--- config.mk ---
export PLATFORM = sky130hd
export DESIGN_NAME = coap_option_list_parser_top
export DESIGN_NICKNAME = d
export VERILOG_FILES = /design/src/coap_pkg.sv /design/src/coap_option_list_parser_top.sv
export SDC_FILE = /design/constraint.sdc
export NUM_CORES = 1
export LEC_CHECK = 0
export ABC_AREA = 1
export BUFFER_PORTS_ARGS = -buffer_cell sky130_fd_sc_hd__buf_2
export CAP_MARGIN = 10
export CORE_MARGIN = 1
export CORE_UTILIZATION = 30
export CTS_BUF_LIST = sky130_fd_sc_hd__clkbuf_2
export DETAILED_ROUTE_END_ITERATION = 8
export PLACE_DENSITY_LB_ADDON = 0.12
export SLEW_MARGIN = 20
export SYNTH_ARGS = -nofsm -noshare
export SYNTH_HDL_FRONTEND = slang
export SYNTH_SLANG_ARGS = --single-unit
--- constraint.sdc ---
create_clock -name aclk -period 10.6 [get_ports aclk]
set_input_delay 2.12 -clock aclk [delete_from_list [all_inputs] [get_ports aclk]]
set_output_delay 2.12 -clock aclk [all_outputs]
set_load 0.01 [all_outputs]
--- src/coap_pkg.sv ---
package coap_pkg;

    typedef enum logic [1:0] {
        KIND_HEADER = 2'd0,
        KIND_VALUE  = 2'd1,
        KIND_END    = 2'd2,
        KIND_ERROR  = 2'd3
    } result_kind_t;

    typedef struct packed {
        logic [7:0] data_byte;
        logic       start_of_list;
    } coap_in_t;

    typedef struct packed {
        result_kind_t result_kind;
        logic [16:0]  option_delta;
        logic [16:0]  option_length;
        logic [7:0]   value_byte;
        logic         last_value;
    } coap_out_t;

    localparam logic [7:0]  END_MARKER    = 8'hFF;
    localparam logic [3:0]  CODE_EXT1     = 4'd13;
    localparam logic [3:0]  CODE_EXT2     = 4'd14;
    localparam logic [3:0]  CODE_RESERVED = 4'd15;
    localparam logic [16:0] BIAS_EXT1     = 17'd13;
    localparam logic [16:0] BIAS_EXT2     = 17'd269;

endpackage

--- src/coap_option_list_parser_top.sv ---
// CoAP option list parser. Takes one byte of an options area per input
// transaction and decodes option headers (delta nibble high, length nibble low;
// code 13 adds one extension byte plus 13, code 14 adds two big-endian bytes
// plus 269, delta extension first). A completed header gives one header
// result, then every value byte gives one value result with last_value set on
// the final one. A header byte of 0xFF gives an end result, a reserved nibble
// gives an error result, and after either the parser drops bytes until a byte
// flagged start_of_list. Only a header-completing extension byte gives a result.
// Each byte is decoded in the cycle it is accepted and its result lands in the
// output register the next cycle; one byte per cycle is sustained, with s_ready
// low only while the output register holds a result that m_ready has not taken.
module coap_option_list_parser_top
    import coap_pkg::*;
(
    input  logic      aclk,
    input  logic      aresetn,
    input  logic      s_valid,
    output logic      s_ready,
    input  coap_in_t  s_payload,
    output logic      m_valid,
    input  logic      m_ready,
    output coap_out_t m_payload
);

    typedef enum logic [6:0] {
        PH_HEADER = 7'b0000001,
        PH_DELTA1 = 7'b0000010,
        PH_DELTA2 = 7'b0000100,
        PH_LEN1   = 7'b0001000,
        PH_LEN2   = 7'b0010000,
        PH_VALUE  = 7'b0100000,
        PH_IDLE   = 7'b1000000
    } phase_t;

    phase_t      phase_reg, phase_next, phase_cur;
    logic [3:0]  delta_code_reg, delta_code_next;
    logic [3:0]  length_code_reg, length_code_next;
    logic [16:0] delta_accum_reg, delta_accum_next;
    logic [16:0] length_accum_reg, length_accum_next;
    logic [16:0] value_remaining_reg, value_remaining_next;

    logic        m_valid_reg;
    coap_out_t   m_payload_reg;

    coap_out_t   res;
    logic        res_valid;
    logic        accept;
    logic        after_delta;
    logic        finish_header;
    logic [7:0]  b;
    logic [3:0]  dcode, lcode;

    assign s_ready   = !m_valid_reg || m_ready;
    assign accept    = s_valid && s_ready;
    assign m_valid   = m_valid_reg;
    assign m_payload = m_payload_reg;

    assign b     = s_payload.data_byte;
    assign dcode = b[7:4];
    assign lcode = b[3:0];

    always_comb begin
        phase_cur            = s_payload.start_of_list ? PH_HEADER : phase_reg;
        phase_next           = phase_cur;
        delta_code_next      = delta_code_reg;
        length_code_next     = length_code_reg;
        delta_accum_next     = delta_accum_reg;
        length_accum_next    = length_accum_reg;
        value_remaining_next = value_remaining_reg;
        res                  = '0;
        res_valid            = 1'b0;
        after_delta          = 1'b0;
        finish_header        = 1'b0;

        unique case (phase_cur)
            PH_HEADER: begin
                if (b == END_MARKER) begin
                    phase_next      = PH_IDLE;
                    res.result_kind = KIND_END;
                    res_valid       = 1'b1;
                end else if (dcode == CODE_RESERVED || lcode == CODE_RESERVED) begin
                    phase_next      = PH_IDLE;
                    res.result_kind = KIND_ERROR;
                    res_valid       = 1'b1;
                end else begin
                    delta_code_next   = dcode;
                    length_code_next  = lcode;
                    delta_accum_next  = {13'd0, dcode};
                    length_accum_next = {13'd0, lcode};
                    if (dcode == CODE_EXT1 || dcode == CODE_EXT2) begin
                        phase_next = PH_DELTA1;
                    end else begin
                        after_delta = 1'b1;
                    end
                end
            end
            PH_DELTA1: begin
                if (delta_code_reg == CODE_EXT1) begin
                    delta_accum_next = {9'd0, b} + BIAS_EXT1;
                    after_delta      = 1'b1;
                end else begin
                    delta_accum_next = {1'b0, b, 8'd0};
                    phase_next       = PH_DELTA2;
                end
            end
            PH_DELTA2: begin
                delta_accum_next = (delta_accum_reg | {9'd0, b}) + BIAS_EXT2;
                after_delta      = 1'b1;
            end
            PH_LEN1: begin
                if (length_code_reg == CODE_EXT1) begin
                    length_accum_next = {9'd0, b} + BIAS_EXT1;
                    finish_header     = 1'b1;
                end else begin
                    length_accum_next = {1'b0, b, 8'd0};
                    phase_next        = PH_LEN2;
                end
            end
            PH_LEN2: begin
                length_accum_next = (length_accum_reg | {9'd0, b}) + BIAS_EXT2;
                finish_header     = 1'b1;
            end
            PH_VALUE: begin
                res.result_kind = KIND_VALUE;
                res.value_byte  = b;
                res_valid       = 1'b1;
                if (value_remaining_reg <= 17'd1) begin
                    res.last_value       = 1'b1;
                    value_remaining_next = '0;
                    phase_next           = PH_HEADER;
                end else begin
                    value_remaining_next = value_remaining_reg - 17'd1;
                end
            end
            PH_IDLE: begin
                phase_next = PH_IDLE;
            end
            default: begin
                phase_next = PH_IDLE;
            end
        endcase

        // delta done: length extension still pending or header complete
        if (after_delta) begin
            if (length_code_next == CODE_EXT1 || length_code_next == CODE_EXT2) begin
                phase_next = PH_LEN1;
            end else begin
                finish_header = 1'b1;
            end
        end

        if (finish_header) begin
            res.result_kind   = KIND_HEADER;
            res.option_delta  = delta_accum_next;
            res.option_length = length_accum_next;
            res.last_value    = (length_accum_next == '0);
            res_valid         = 1'b1;
            if (length_accum_next != '0) begin
                value_remaining_next = length_accum_next;
                phase_next           = PH_VALUE;
            end else begin
                value_remaining_next = '0;
                phase_next           = PH_HEADER;
            end
        end
    end

    always_ff @(posedge aclk) begin
        if (!aresetn) begin
            phase_reg           <= PH_HEADER;
            delta_code_reg      <= '0;
            length_code_reg     <= '0;
            delta_accum_reg     <= '0;
            length_accum_reg    <= '0;
            value_remaining_reg <= '0;
            m_valid_reg         <= 1'b0;
        end else begin
            if (m_ready) begin
                m_valid_reg <= 1'b0;
            end
            if (accept) begin
                phase_reg           <= phase_next;
                delta_code_reg      <= delta_code_next;
                length_code_reg     <= length_code_next;
                delta_accum_reg     <= delta_accum_next;
                length_accum_reg    <= length_accum_next;
                value_remaining_reg <= value_remaining_next;
                if (res_valid) begin
                    m_valid_reg <= 1'b1;
                end
            end
        end
    end

    // result payload, no reset needed
    always_ff @(posedge aclk) begin
        if (accept && res_valid) begin
            m_payload_reg <= res;
        end
    end

endmodule

==> metrics.csv, run 1 <==
stage,metric,value,unit
global_routing,track_usage,19.2,%
clock_tree,cts_resized,0,
min_path,holdPathEnd,delta_code_reg[2]$_SDFFE_PN0P_,
flow_run,maxCapViolCount,0,
timing,max_slew_margin,32.3,%
floorplan,io_pins,60,
critical_path,cpMaxStageDelayCell,inv_2,
synthesis,syn_avg_cell_area,6.63,um2
placed_design,place_congestion,0.877,
floorplan,dieWidth,155,um
routing,routed_via_density,4.73,
synthesis,synth_cells,1066,
clock_tree,cts_sinks,112,
min_path,hold_class,reg -> reg,
global_routing,grt_pass1_wl,35700,um
synthesis,async_flop_share,0,%
routing,wl,22400,um
clock_tree,numCtsBuffers,9,
final_layout,fin_area,7760,um2
min_path,holdPathStages,2,
floorplan,fp-row-count,55,
synthesis,synthTopCellsByCount,"289 x nand2_1, 158 x inv_1, 143 x nor2_1",
global_routing,overflow,0,
floorplan,die_area,24200,um2
final_layout,largest_reg_flops,45,
synthesis,netlist.area_leader.share,19.1,%
power,p_per_area,163,nW/um2
final_layout,finalNetCount,1125,
timing,setup-tns-final,0,ps
critical_path,cp_data_arrival_time,5740,ps
timing,max_slew.worst_pin.slew,1010,ps
floorplan,floorplan.core_area,22800,um2
routing,drt_pass1_iterations,7,
synthesis,seq_area_frac_synth,38.1,%
critical_path,rr_startpoint,phase_reg[5]$_SDFFE_PN0P_,
routing,ant_nets,0,
critical_path,regToRegSetupSlack,6970,ps
timing,final.period_utilization,51.2,%
timing,min_period,5430,ps
critical_path,path_max_fanout,45,
critical_path,crit_chain,buf_2 > ha_1 > nand2_1 > nor2_1 > inv_1 > ha_1 > inv_1 > nor2_1 > inv_1 > nor2_1 > inv_2 > or2_1 > nand3_1 > nand2_2 > nand2_4 > inv_2 > nand3b_1 > nand2_1 > inv_2,
floorplan,initial_core_util,30.9,%
final_layout,syn_to_final_growth,9.85,%
critical_path,crit_required,10910,ps
final_layout,layout-drive-gt1-share,10.8,%
routing,drtIter0Drc,376,
power,p_leak,3.84,nW
clock_tree,clk_latency,640,ps
synthesis,synth.most_common_cell,nand2_1,
routing,routedWlPerCell,15.7,um
clock_tree,cts_hold_buf,0,
timing,slew_viol_final,0,
critical_path,r2r-end,m_payload[20]$_SDFFCE_PP0P_,
clock_tree,cts.htree.levels,3,
floorplan,fp.dieH,155,um
final_layout,nFillCells,2556,
placed_design,dpl_cell_area,7620,um2
critical_path,critPathLaunchType,input port,
run_status,outcome,finished clean,
min_path,min_from,delta_code_reg[2]$_SDFFE_PN0P_,
clock_tree,clk_pin_slew_worst_paths,300,ps
clock_tree,cts_setup_buffers,0,
synthesis,synth_seq_cells,112,
synthesis,synth_nets,1086,
synthesis,synth_edf_count,45,
placed_design,numPortBuffers,59,
clock_tree,cts_tree,yes,
routing,drcViolationCount,0,
global_routing,grt_pass1_vias,6273,
synthesis,yosys_warnings,0,
timing,setup_viol,0,
timing,finalHoldViolCount,0,
critical_path,reg2reg_depth,13,
synthesis,syn_area,7060,um2
critical_path,worstSetupPathType,in -> reg,
placed_design,post-dp-hpwl,16600,um
clock_tree,clock_path_buffers,2,
critical_path,end_kind,register,
synthesis,synth_cell_types,43,
timing,max_freq,184,MHz
global_routing,antenna_found_initial,2,
power,ir_worst_vdd,50.7,uV
synthesis,synth_ff_type,dfxtp_1,
global_routing,grt_max_degree,49,
critical_path,critPathMaxStageDelay,750,ps
synthesis,synth_largest_area_cell,edfxtp_1,
synthesis,ys_top_cells_by_area,"edfxtp_1 19%, dfxtp_1 19%, nand2_1 15%",
clock_tree,cts_root_buf,clkbuf_2,
timing,final.setup_skew,44.3,ps
routing,detailroute.via_count,6730,
timing,grt_setup_unrepaired,false,
## worst max-delay path by stage
stage | cells past startpoint | slack, ps | endpoint | startpoint
finish | 19 | 5170 | m_payload[20]$_SDFFCE_PP0P_ | s_payload[2]
global route | 19 | 4750 | m_payload[30]$_SDFFCE_PP0P_ | s_payload[2]
CTS | 19 | 5120 | m_payload[30]$_SDFFCE_PP0P_ | s_payload[2]
detailed placement | 19 | 4390 | m_payload[42]$_SDFFCE_PP0P_ | s_payload[2]
global placement | 19 | 4520 | m_payload[42]$_SDFFCE_PP0P_ | s_payload[2]
floorplan | 21 | 5080 | m_payload[0]$_DFFE_PP_ | s_payload[7]
## area by class of cell
type / count / area [um2] / share of cell area [%]
multi-input combinational: 752 / 3580 / 46.1
sequential: 112 / 2690 / 34.7
inverter: 166 / 623 / 8.03
tap: 313 / 392 / 5.05
timing repair buffer: 64 / 333 / 4.29
clock inverter: 7 / 93.8 / 1.21
clock buffer: 9 / 45.0 / 0.580
antenna: 1 / 2.50 / 0.0322
## metal layers
| metal | GRT usage [%] | share of wire [%] |
|---|---|---|
| met5 | 0 | 0 |
| met4 | 4.58 | 1.2 |
| met3 | 2.73 | 4.0 |
| met2 | 29.0 | 43 |
| met1 | 28.4 | 52 |
## worst max-delay path, delay by kind of cell
family                   cells  cell delay [ps]
buffers and inverters        7             1520
AND/OR/NAND/NOR             10             1310
adder cells (fa/ha/maj)      2              740
## logic make-up (layout without fill, tap and decap cells)
family                     Yosys count  in the layout  synth area share (%)
xor gates and xnor gates            19             19                  2.36
buffers and inverters              202            246                  11.2
adders and majority gates            7              7                  1.24
other                                0              1                     0
DFF                                112            112                  38.1
and+or+nand+nor                    542            542                  32.0
AOI/OAI and AO/OA                  184            184                  15.1
## report_power, final
group / leakage [nW] / internal, mW / switching (mW) / total, mW
combinational: 2.76 / 0.154 / 0.331 / 0.485
clock: 0.0856 / 0.0793 / 0.156 / 0.235
sequential: 0.994 / 0.509 / 0.0353 / 0.544
total: 3.84 / 0.742 / 0.522 / 1.26
## metrics by stage
stage | utilization [%] | setup slack, ps | total power [mW] | cells | hold WS [ps]
final | 34.0 | 5170 | 1.26 | 1424 | 467
after global routing | 34.0 | 4750 | 1.36 | 1424 | 499
after CTS | 34.0 | 5120 | 1.28 | 1423 | 472
after detailed placement | 33.3 | 4390 | 1.04 | 1407 | 443
after global placement | 33.3 | 4520 | 1.04 | 1407 | 439
after floorplan | - | 5080 | 0.916 | 1066 | 424
## layout by cell type, fill, tap and decap left out, types with 2 or more instances in the layout
cell,count
a211oi_1,4
a21boi_0,2
a21oi_1,66
a21oi_2,10
a221oi_1,2
a22oi_1,4
a31oi_1,6
and2_1,2
buf_2,59
buf_4,5
bufinv_16,2
clkbuf_2,9
clkinv_2,2
dfxtp_1,67
edfxtp_1,45
ha_1,7
inv_1,157
inv_2,9
nand2_1,289
nand2_2,14
nand2_4,2
nand3_1,60
nand3b_1,3
nand4_1,12
nor2_1,143
nor3_1,8
nor4_1,3
o211ai_1,14
o21ai_0,62
o21ai_1,3
o22ai_1,4
o31ai_1,3
xor2_1,19
Note: power is estimated with default switching activity, not from simulation.
==> run 2, diff against run 1 <==
Settings changed: ABC_AREA 1 to 0.
Clock period 10.6 ns to 4.4 ns, I/O delays scaled along.
==> metrics.csv, run 2 <==
stage,metric,value,unit
run_status,outcome,finished clean,
floorplan,fp-row-count,53,
final_layout,final_common_cell,nor2_1,
routing,ant_nets,0,
global_routing,grt_pass1_wl,32600,um
critical_path,end_kind,register,
synthesis,synth_edf_count,45,
critical_path,reg2reg_depth,8,
routing,detailroute.via_count,6055,
clock_tree,cts_root_buf,clkbuf_2,
timing,setup-tns-final,0,ps
synthesis,seq_area_frac_synth,42.1,%
routing,drt_pass1_iterations,6,
power,p_per_area,372,nW/um2
timing,min_period,3380,ps
timing,setup_viol,0,
flow_run,maxCapViolCount,0,
timing,max_slew.worst_pin.slew,815,ps
timing,slew_viol_final,0,
final_layout,final_cell_mix,"126 x nor2_1, 67 x dfxtp_1, 59 x buf_2",
placed_design,place_congestion,0.914,
floorplan,initial_core_util,30.5,%
synthesis,syn_avg_cell_area,8.55,um2
synthesis,syn_area,6390,um2
synthesis,synth_nets,768,
power,ir_worst_vdd,142,uV
critical_path,crit_required,5030,ps
routing,routed_via_density,5.62,
floorplan,floorplan.core_area,21000,um2
placed_design,numPortBuffers,59,
timing,grt_setup_unrepaired,false,
global_routing,overflow,0,
clock_tree,numCtsBuffers,9,
final_layout,regArea,2690,um2
min_path,min_from,value_remaining_reg[7]$_SDFFE_PN0P_,
placed_design,post-dp-hpwl,14700,um
final_layout,finalNetCount,812,
power,p_total,2.65,mW
timing,final.period_utilization,76.7,%
synthesis,yosys_warnings,0,
global_routing,grt_max_degree,70,
timing,max_freq,296,MHz
critical_path,rr_startpoint,phase_reg[5]$_SDFFE_PN0P_,
synthesis,netlist.area_leader.share,21.1,%
min_path,holdPathEnd,value_remaining_reg[7]$_SDFFE_PN0P_,
final_layout,largest_reg_flops,45,
clock_tree,clk_latency,690,ps
final_layout,nFillCells,2236,
final_layout,syn_to_final_growth,11.6,%
floorplan,dieWidth,148,um
synthesis,synth_ff_type,dfxtp_1,
min_path,holdPathStages,2,
min_path,hold_class,reg -> reg,
clock_tree,cts_resized,0,
placed_design,dpl_cell_area,6990,um2
final_layout,multi_input_area,3420,um2
synthesis,synthTopCellsByCount,"126 x nor2_1, 67 x dfxtp_1, 53 x a21oi_1",
timing,max_slew_margin,45.3,%
synthesis,synth_cell_types,90,
routing,routedWlPerCell,19.4,um
clock_tree,cts.htree.levels,3,
routing,wl,20900,um
final_layout,fin_area,7130,um2
clock_tree,cts_sinks,112,
synthesis,synth.most_common_cell,nor2_1,
floorplan,io_pins,60,
timing,final.setup_skew,52.0,ps
clock_tree,clk_pin_slew_worst_paths,340,ps
clock_tree,cts_hold_buf,0,
clock_tree,cts_tree,yes,
timing,finalHoldViolCount,0,
global_routing,antenna_found_initial,2,
synthesis,ys_top_cells_by_area,"edfxtp_1 21%, dfxtp_1 21%, nor2_1 7.4%",
synthesis,synth_largest_area_cell,edfxtp_1,
critical_path,path_max_fanout,13,
synthesis,synth_seq_cells,112,
global_routing,grt_pass1_vias,5586,
clock_tree,cts_setup_buffers,0,
floorplan,fp.dieH,148,um
synthesis,async_flop_share,0,%
power,p_leak,2.57,nW
critical_path,cp_data_arrival_time,4010,ps
final_layout,layout-drive-gt1-share,16.6,%
routing,drcViolationCount,0,
routing,drtIter0Drc,497,
critical_path,r2r-end,phase_reg[5]$_SDFFE_PN0P_,
global_routing,track_usage,19.5,%
synthesis,synth_cells,748,
critical_path,critPathLaunchType,register,
floorplan,die_area,21900,um2
clock_tree,clock_path_buffers,2,
critical_path,worstSetupPathType,reg -> reg,
critical_path,regToRegSetupSlack,1020,ps
-- run 2: through the flow --
step / cells / utilization (%) / setup slack, ps / hold WS (ps)
final: 1077 / 34.0 / 1020 / 513
after global routing: 1077 / 34.0 / 866 / 465
after detailed placement: 1056 / 33.4 / 553 / 479
after floorplan: 748 / - / 132 / 452
after global placement: 1056 / 33.4 / 626 / 473
after CTS: 1072 / 34.0 / 1040 / 506
-- run 2: how the worst max path moves through the flow --
stage,from,endpoint,slack [ps],depth (start not counted)
after detailed placement,s_payload[2],phase_reg[5]$_SDFFE_PN0P_,550,12
final,phase_reg[5]$_SDFFE_PN0P_,phase_reg[5]$_SDFFE_PN0P_,1020,8
after global placement,s_payload[0],phase_reg[5]$_SDFFE_PN0P_,630,9
after CTS,phase_reg[5]$_SDFFE_PN0P_,phase_reg[5]$_SDFFE_PN0P_,1040,8
after global routing,phase_reg[5]$_SDFFE_PN0P_,m_payload[0]$_DFFE_PP_,870,7
after floorplan,s_payload[3],m_payload[0]$_DFFE_PP_,130,15
-- run 2: layout make-up --
| class | instances | share of cell area (%) |
|---|---|---|
| antenna | 5 | 0.175 |
| clock buffer | 9 | 0.631 |
| clock inverter | 7 | 1.23 |
| inverter | 12 | 0.631 |
| multi-input combinational | 574 | 47.9 |
| sequential | 112 | 37.7 |
| tap | 275 | 4.82 |
| timing repair buffer | 83 | 6.84 |
-- run 2: kinds of logic (layout without fill, tap and decap cells) --
logic type / count (synthesis) / count (layout) / synth area share (%)
AND/OR/NAND/NOR: 315 / 315 / 24.4
AO/OA/AOI/OAI: 231 / 231 / 24.7
flip-flops: 112 / 112 / 42.1
buffers and inverters: 62 / 111 / 4.42
XOR/XNOR: 14 / 14 / 1.92
adder cells (fa/ha/maj): 7 / 7 / 1.37
multiplexers: 7 / 7 / 1.10
other: 0 / 5 / 0
-- run 2: where the power goes --
part / total, mW / leakage, nW / switching, mW / internal (mW)
registers: 1.27 / 0.990 / 0.0781 / 1.19
logic: 0.844 / 1.49 / 0.552 / 0.292
clock network: 0.540 / 0.0829 / 0.393 / 0.146
-- run 2: per-layer routing --
metal	wire (um)	track usage [%]	share of wire [%]	up-vias
met1	9930	27.3	48	2896
met5	0	0	0	-
met4	516	7.11	2.5	0
met3	1380	4.20	6.6	31
met2	9060	29.3	43	238
li1	-	-	-	2890
-- run 2: critical path: stages (launching register included) --
cell and delay, ps:
dfxtp_1 480, or4_4 660, or4_1 680, a21boi_4 250, a221oi_2 410, and2_0 180
and4b_1 220, nand3_1 110, o311a_1 340
